### config.mk
export PLATFORM = sky130hd
export DESIGN_NAME = sqs_cell
export DESIGN_NICKNAME = d
export VERILOG_FILES = /design/src/hdl/sqs_pkg.sv /design/src/hdl/sqs_cell.sv
export SDC_FILE = /design/constraint.sdc
export NUM_CORES = 1
export LEC_CHECK = 0
export CORE_MARGIN = 4
export CORE_UTILIZATION = 50
export CTS_BUF_LIST = sky130_fd_sc_hd__clkbuf_8 sky130_fd_sc_hd__clkbuf_16
export CTS_CLUSTER_DIAMETER = 50
export CTS_CLUSTER_SIZE = 20
export DETAILED_ROUTE_END_ITERATION = 12
export DONT_BUFFER_PORTS = 1
export PLACE_DENSITY_LB_ADDON = 0.05
export REMOVE_ABC_BUFFERS = 1
export SLEW_MARGIN = 25
export SYNTH_ARGS = -nofsm -noshare
export SYNTH_HDL_FRONTEND = slang
export SYNTH_SLANG_ARGS = --single-unit
### constraint.sdc
create_clock -name clk -period 4.8 [get_ports clk]
set_input_delay 0.72 -clock clk [delete_from_list [all_inputs] [get_ports clk]]
set_output_delay 0.72 -clock clk [all_outputs]
set_load 0.05 [all_outputs]
### src/hdl/sqs_pkg.sv
// Shared types and codes for the stack/queue store.
package sqs_pkg;

	localparam int DATA_W = 32;

	typedef enum logic [1:0] {
		KIND_PUSH = 2'd0,
		KIND_POP  = 2'd1,
		KIND_PEEK = 2'd2,
		KIND_DUMP = 2'd3
	} kind_t;

	typedef enum logic [1:0] {
		STAT_OK         = 2'd0,
		STAT_EMPTY      = 2'd1,
		STAT_FULL       = 2'd2,
		STAT_DUMP_EMPTY = 2'd3
	} status_t;

	// per-cycle operation applied to every cell of the row
	typedef enum logic [2:0] {
		OP_HOLD     = 3'd0,
		OP_SHIFT_DN = 3'd1, // push at top
		OP_SHIFT_UP = 3'd2, // pop top
		OP_APPEND   = 3'd3, // push at bottom
		OP_ROTATE   = 3'd4  // top moves to bottom, rest move up
	} cell_op_t;

	typedef struct packed {
		cell_op_t                  op;
		logic signed [DATA_W-1:0] value;
		logic signed [DATA_W-1:0] top_data;
	} cell_ctl_t;

	typedef struct packed {
		logic                      valid;
		logic signed [DATA_W-1:0] data;
	} cell_link_t;

endpackage

### src/hdl/sqs_cell.sv
// One storage cell of the row: an entry and its occupied flag.
module sqs_cell (
	input  logic                clk,
	input  logic                arst_n,
	input  sqs_pkg::cell_ctl_t  ctl,
	input  sqs_pkg::cell_link_t up,
	input  sqs_pkg::cell_link_t dn,
	output sqs_pkg::cell_link_t cur
);

	logic                              valid_q;
	logic signed [sqs_pkg::DATA_W-1:0] data_q;

	always_ff @(posedge clk or negedge arst_n) begin
		if (!arst_n) begin
			valid_q <= 1'b0;
		end else begin
			unique case (ctl.op)
				sqs_pkg::OP_SHIFT_DN: valid_q <= up.valid;
				sqs_pkg::OP_SHIFT_UP: valid_q <= dn.valid;
				sqs_pkg::OP_APPEND: begin
					if (!valid_q && up.valid) valid_q <= 1'b1;
				end
				default: valid_q <= valid_q;
			endcase
		end
	end

	always_ff @(posedge clk) begin
		unique case (ctl.op)
			sqs_pkg::OP_SHIFT_DN: data_q <= up.data;
			sqs_pkg::OP_SHIFT_UP: data_q <= dn.data;
			sqs_pkg::OP_APPEND: begin
				if (!valid_q && up.valid) data_q <= ctl.value;
			end
			sqs_pkg::OP_ROTATE: begin
				// last occupied cell takes the old top
				if (valid_q) data_q <= dn.valid ? dn.data : ctl.top_data;
			end
			default: data_q <= data_q;
		endcase
	end

	assign cur.valid = valid_q;
	assign cur.data  = data_q;

endmodule

==> metrics.txt, run 1 <==
outcome=complete, no violations; PwrDens=between 300 and 400 nW/um^2; clk_skew=around 6.1 ps; initial core utilization=0.520; boundary pin count=between 150 and 200; antenna viol nets, final=0; fillers=between 400 and 500; asr flop ratio synth=0.0303; critical path class=reg -> reg; EDFF count, synth=32; Post-CTS Setup Bufs=0; Ant. Diodes=0; Final period util=0.495; Post-Syn Instances=about 270; die span in y=78.5 um; grt ovf=0; antenna violations before repair=0; post-synthesis sequential area ratio=0.396; Chip Width=78.5 um; Pre-antenna DRT Iters=4; Worst EP arrival=2340 ps; slew of the pin with the lowest slew margin=between 800 and 900 ps; Syn. warnings=0; CTS tree=yes; Rel. slew slack=0.400; Fmax=about 0.42 GHz; worst vdd ir=approximately 0.00013 V; clk_lat worst skew=approximately 280 ps; gp weighted congestion=0.755; clock tree sinks=33; RSZ-0062 raised after global routing=false; flops & latches, synth=33; CP endpoint kind=flop; CTS max path bufs=2; via count=around 2.1k; first-pass GRT wire length=10800 um; crit start category=flop; fin. max-slew vios=0; Data required, critical path=between 4000 and 5000 ps; # rows=25; post-cts resize count=0; Max FO, Critical Path=17; Synth Area per Inst=around 9.4 sq um; Min-Delay Path Class=in -> async; Final Routed Wirelength=about 7000 um; # hold bufs at CTS=0; # H-tree levels=2; core area=4790 sq um; CTS Root Cell=clkbuf_8; Post-Place Cells=approximately 310; layout cell share with drive strength beyond 1=0.0528; post-detail-place hpwl=just over 5000 um; clock buffer count from CTS=5; via/cell ratio=a little under 7; pin count of the biggest net entering global routing=between 60 and 70; max_cap viols=0; P_leak=between 0.8 and 0.9 nW; DRT iter0 DRCs=approximately 130; die area=between 6000 and 7000 sq um; Layout Cells excl Fill=313; Total Neg Setup Slack=0 ps; DR DRC count=0; cell area after synthesis=around 2500 sq um; clock transition at the registers of the reported paths=approximately 70 ps; Main synth FF type=edfxtp_1; Hold Violations, Final=0; Final min period=2380 ps; # setup viols final=0; global-route usage over all layers=0.223; vias in the first global route=around 2.2k; Hold Slack=between 100 and 150 ps; routed len/inst=between 20 and 25 um; nets@finish=380; count of cell types in the netlist=33; I/O Buffers=0; Area growth, synth to finish=2.41%
stage by stage:
| step | worst slack, ps | total power (W) | util | cell area [sq um] |
|---|---|---|---|---|
| floorplan | 942 | 0.000560 | - | 2340 |
| global placement | 2420 | 0.000583 | 0.511 | 2450 |
| detailed placement | 2260 | 0.000589 | 0.511 | 2450 |
| CTS | 2410 | 0.000787 | 0.528 | 2530 |
| global route | 2290 | 0.000819 | 0.532 | 2550 |
| finish | 2420 | 0.000781 | 0.532 | 2550 |
where the power goes:
part	internal [W]	switching, W	total [W]
sequential	0.000357	0.000108	0.000465
clock	0.0000983	0.000100	0.000199
combinational	0.0000587	0.0000586	0.000117
registers in the layout (all words and copies together), names as in the netlist:
register / flops
data_q: 32
valid_q: 1
layout make-up:
class	instances	area, sq um	share of cell area
clock inverter	3	13.8	0.00540
tap	67	83.8	0.0329
timing repair buffer	1	7.51	0.00295
inverter	24	90.1	0.0354
clock buffer	5	68.8	0.0270
sequential	33	986	0.387
multi-input combinational	180	1300	0.509
path summary, 6_finish.rpt:
check / startpoint / endpoint / slack, ps / cells after the start
setup reg to reg: valid_q / data_q[2] / 2420 / 3
setup / recovery: valid_q / data_q[2] / 2420 / 3
hold / removal: arst_n / valid_q / 130 / 0
min in group clk: ctl[64] / valid_q / 590 / 1
max in group asynchronous: arst_n / valid_q / 4610 / 0
hold reg to reg: valid_q / valid_q / 1030 / 1
critical path: stages, from the launching register on:
cell and delay [ps]:
dfrtp_1 620, o211a_1 360, o31ai_4 690, buf_4 390
cells by family after synthesis:
| family | after synthesis | share of synthesized area |
|---|---|---|
| mux | 11 | 0.0453 |
| simple gates | 67 | 0.164 |
| compound gates | 101 | 0.293 |
| flops | 33 | 0.396 |
| buf+inv | 52 | 0.0951 |
| xor+xnor | 1 | 0.00654 |
layout by cell type, fill, tap and decap left out:
master      n
inv_1      25
nor3b_1    23
o21a_1     23
xor2_4      1
clkinv_2    2
nand3b_1   10
dfrtp_1     1
nor3b_2     1
clkbuf_8    5
o31ai_4     1
o22ai_1    23
and3b_1     1
a21oi_1     9
nor2b_1     1
o211ai_1    1
edfxtp_1   32
o211a_1     1
a22o_1      8
nand2b_1    4
a21oi_4     1
nand2_1     2
o21ai_1     2
nor2_1     24
mux2i_1     9
a2bb2oi_1   8
mux2_1      1
a211oi_1   23
buf_4       1
a221o_1     1
or4b_1      1
mux2_2      1
synth_stat cells (2+ instances only):
| cell | n | area, sq um |
|---|---|---|
| a211oi_1 | 23 | 173 |
| a21oi_1 | 9 | 45.0 |
| a22o_1 | 8 | 70.1 |
| a2bb2oi_1 | 8 | 70.1 |
| buf_1 | 2 | 7.51 |
| buf_2 | 12 | 60.1 |
| buf_4 | 3 | 22.5 |
| buf_6 | 2 | 22.5 |
| clkbuf_1 | 9 | 33.8 |
| edfxtp_1 | 32 | 961 |
| inv_1 | 24 | 90.1 |
| mux2i_1 | 9 | 90.1 |
| nand2_1 | 2 | 7.51 |
| nand2b_1 | 4 | 25.0 |
| nand3b_1 | 10 | 75.1 |
| nor2_1 | 24 | 90.1 |
| nor3b_1 | 23 | 173 |
| o21a_1 | 23 | 173 |
| o21ai_1 | 2 | 10.0 |
| o22ai_1 | 23 | 144 |
metal layers:
metal | share of wire | routed length (um) | GRT usage
met3 | 0.11 | 778 | 0.0883
met2 | 0.50 | 3590 | 0.381
met5 | 0 | 0 | 0
met1 | 0.37 | 2670 | 0.253
met4 | 0.015 | 104 | 0.0717
No activity file was read; power rests on OpenSTA's default activity.
==> inputs of run 2 (changes only) <==
ABC_AREA = 1   (was not set)
clock period = 2 ns   (was 4.8 ns; I/O delays follow)
==> run 2 against run 1 <==
Compared with the run above: core utilization up 2.9 points; clock power is 130% higher; largest cell class unchanged; combinational power grew to 2.5 times the previous value; global-route usage up 2.0 points; sequential share of layout area is 0.84 points higher; synthesized area shrank 5.9%; via count increased by 11%; clock skew decreased by 3.1 ps; critical path type unchanged; sequential power increased by 130%; maximum frequency up 60%.
==> metrics.txt, run 2 <==
Data required, critical path=1990 ps (-2780 ps); max_cap viols=0 (unchanged); flops & latches, synth=33 (unchanged); antenna violations before repair=0 (unchanged); M2 GR Usage=0.393 (+0.0116); post-synthesis sequential area ratio=0.421 (+0.0248); most common cell after layout, fill and taps aside=nand2_1; pre-CTS setup slack=237 ps (-2020 ps); CTS max path bufs=2 (unchanged); die area=5840 sq um (-5.3%); Final Routed Wirelength=7260 um (+1.7%); critical path class=reg -> reg; RSZ-0062 raised after global routing=false; Fmax=0.672 GHz (+60%); fillers=447 (+3.5%); crit start category=flop; DRT iter0 DRCs=213 (+65%); Switching Share=0.351 (+0.00982); met1 Use GR=0.303 (+0.0498); nets@finish=466 (+23%); Design Area, Final=2490 sq um (-2.1%); clock transition at the registers of the reported paths=60 ps (about the same); Pre-antenna DRT Iters=4 (unchanged); area leader, netlist=edfxtp_1; M3 GR Usage=0.0780 (-0.0103); layout cell share with drive strength beyond 1=0.0602 (+0.00740); Min-Delay Path Class=in -> async; die span in y=76.4 um (-2.7%); dominant cells by area after synthesis=edfxtp_1 (41%), nand2_1 (27%), nand3_1 (14%), nand4_1 (8.6%), buf_2 (4.3%); footprint of the multi-input gates=1220 sq um (-6.2%); count of cell types in the netlist=14 (-58%); synth cell count leaders=nand2_1 (171), nand3_1 (65), edfxtp_1 (32), nand4_1 (32), buf_2 (20); cell area after synthesis=2340 sq um (-5.9%); fin. max-slew vios=0 (unchanged); I/O Buffers=0 (unchanged); Worst EP arrival=1480 ps (-860 ps); Main synth FF type=edfxtp_1; Post-DP Area=2380 sq um (-2.9%); CTS Root Cell=clkbuf_8; EDFF count, synth=32 (unchanged); Rel. slew slack=0.594 (+0.194); worst vdd ir=0.000296 V (+130%); # H-tree levels=2 (unchanged); via/cell ratio=6.06 (-9.9%); Ant. Diodes=0 (unchanged); # rows=24 (-4.0%); register area=986 sq um (unchanged); via count=2326 (+11%); CP endpoint kind=flop; initial core utilization=0.527 (+0.00701); grt ovf=0 (unchanged); GRT Max-Usage Layer=met2; gp weighted congestion=0.860 (+14%); Synth Area per Inst=6.89 sq um (-27%); Largest regs=data_q: 32 flops, valid_q: 1 flops; Final period util=0.744 (+0.249); internal power=0.00119 W (+130%); share of the synthesized area in the top cell type=0.410 (+0.0242); Post-Syn Instances=340 (+28%); Final min period=1490 ps (-890 ps); P_leak=1.06 nW (+19%); final setup margin=512 ps (-1910 ps); PwrDens=735 nW/um^2 (+140%); Post-CTS Setup Bufs=0 (unchanged); boundary pin count=168 (unchanged); Total Neg Setup Slack=0 ps (unchanged); register share of total power=0.590 (-0.005); global-route usage over all layers=0.243 (+0.0202); first-pass GRT wire length=11300 um (+4.6%); # setup viols final=0 (unchanged); antenna viol nets, final=0 (unchanged); Biggest register=data_q; Chip Width=76.4 um (-2.7%); DR DRC count=0 (unchanged); core area=4440 sq um (-7.1%); post-detail-place hpwl=4900 um (-3.1%); Hold Slack=228 ps (+102 ps); Area growth, synth to finish=6.52%; routed len/inst=18.9 um (-17%); most frequent cells in the layout=nand2_1 (171), nand3_1 (65), nand4_1 (32), edfxtp_1 (32), inv_1 (7); slew of the pin with the lowest slew margin=606 ps (-293 ps); clk_lat worst skew=280 ps (about the same); r2r setup slk=510 ps (-1910 ps); Hold Violations, Final=0 (unchanged); Clk pwr share=0.249 (-0.005); outcome=complete, no violations; most common cell in the netlist=nand2_1; Syn. warnings=0 (unchanged); Max FO, Critical Path=17 (unchanged); asr flop ratio synth=0.0303 (unchanged); max reg flops=32 (unchanged); Psw=0.000643 W (+140%); clk_skew=2.95 ps (-3.12 ps); Gate power share=0.161 (+0.011); CTS tree=yes; clock tree sinks=33 (unchanged); pin count of the biggest net entering global routing=35 (-49%); clock buffer count from CTS=5 (unchanged); vias in the first global route=2193 (+0.32%)
[run 2: changes by cell type after synthesis, moves of 24 or more]
cell | before | now
nand3_1 | 0 | 65
nor2_1 | 24 | 0
nand2_1 | 2 | 171
nand4_1 | 0 | 32
[run 2: worst max-delay path: stages, from the launching register on]
cell	delay (ps)
dfrtp_1	370
inv_1	110
nand2_1	80
nand2_1	60
nand2_1	90
o21ai_4	250
buf_16	230
[run 2: worst paths after layout]
| check | startpoint | end | cells after the start |
|---|---|---|---|
| max | valid_q | data_q[2] | 6 |
| min | arst_n | valid_q | 1 |
| max in group asynchronous | arst_n | valid_q | 1 |
| min in group clk | ctl[47] | data_q[15] | 2 |
| max reg2reg | valid_q | data_q[2] | 6 |
| min reg2reg | valid_q | valid_q | 5 |
[run 2: area by class of cell]
cell class / instances / share of cell area
Multi-Input combinational cell: 275 / 0.488
Timing Repair Buffer: 10 / 0.0492
Sequential cell: 33 / 0.395
Clock buffer: 5 / 0.0276
Tap cell: 52 / 0.0261
Clock inverter: 3 / 0.00452
Inverter: 6 / 0.00903
[run 2: stage by stage]
stage / std cells / utilization / total power (W)
after global routing: 384 / 0.561 / 0.00192
after CTS: 383 / 0.555 / 0.00184
final: 384 / 0.561 / 0.00183
after global placement: 374 / 0.535 / 0.00138
after detailed placement: 374 / 0.535 / 0.00138
after floorplan: 314 / - / 0.00129
[run 2: repair_timing]
item,in CTS,in global routing
gates resized for setup,0,0
hold endpoints to repair,1,0
hold buffers,1,0
setup endpoints to repair,0,0
[run 2: per-layer routing]
metal,up-vias,part of all wire,routed length [um]
met5,-,0,0
met4,0,0.018,134
met3,11,0.12,890
met2,144,0.48,3510
met1,1031,0.38,2730
li1,1140,-,-
[run 2: cells by family after synthesis]
kind of cell           count (synthesis)  synth area share
AND/OR/NAND/NOR                      271             0.507
flip-flops                            33             0.421
buffers and inverters                 32            0.0636
AO/OA/AOI/OAI                          4           0.00855
[run 2: power groups by stage]
stage / registers (W) / logic (W) / clock network (W)
floorplan: 0.00110 / 0.000191 / 0
global placement: 0.00110 / 0.000283 / 0
detailed placement: 0.00110 / 0.000286 / 0
CTS: 0.00108 / 0.000288 / 0.000466
global route: 0.00108 / 0.000336 / 0.000498
finish: 0.00108 / 0.000295 / 0.000456
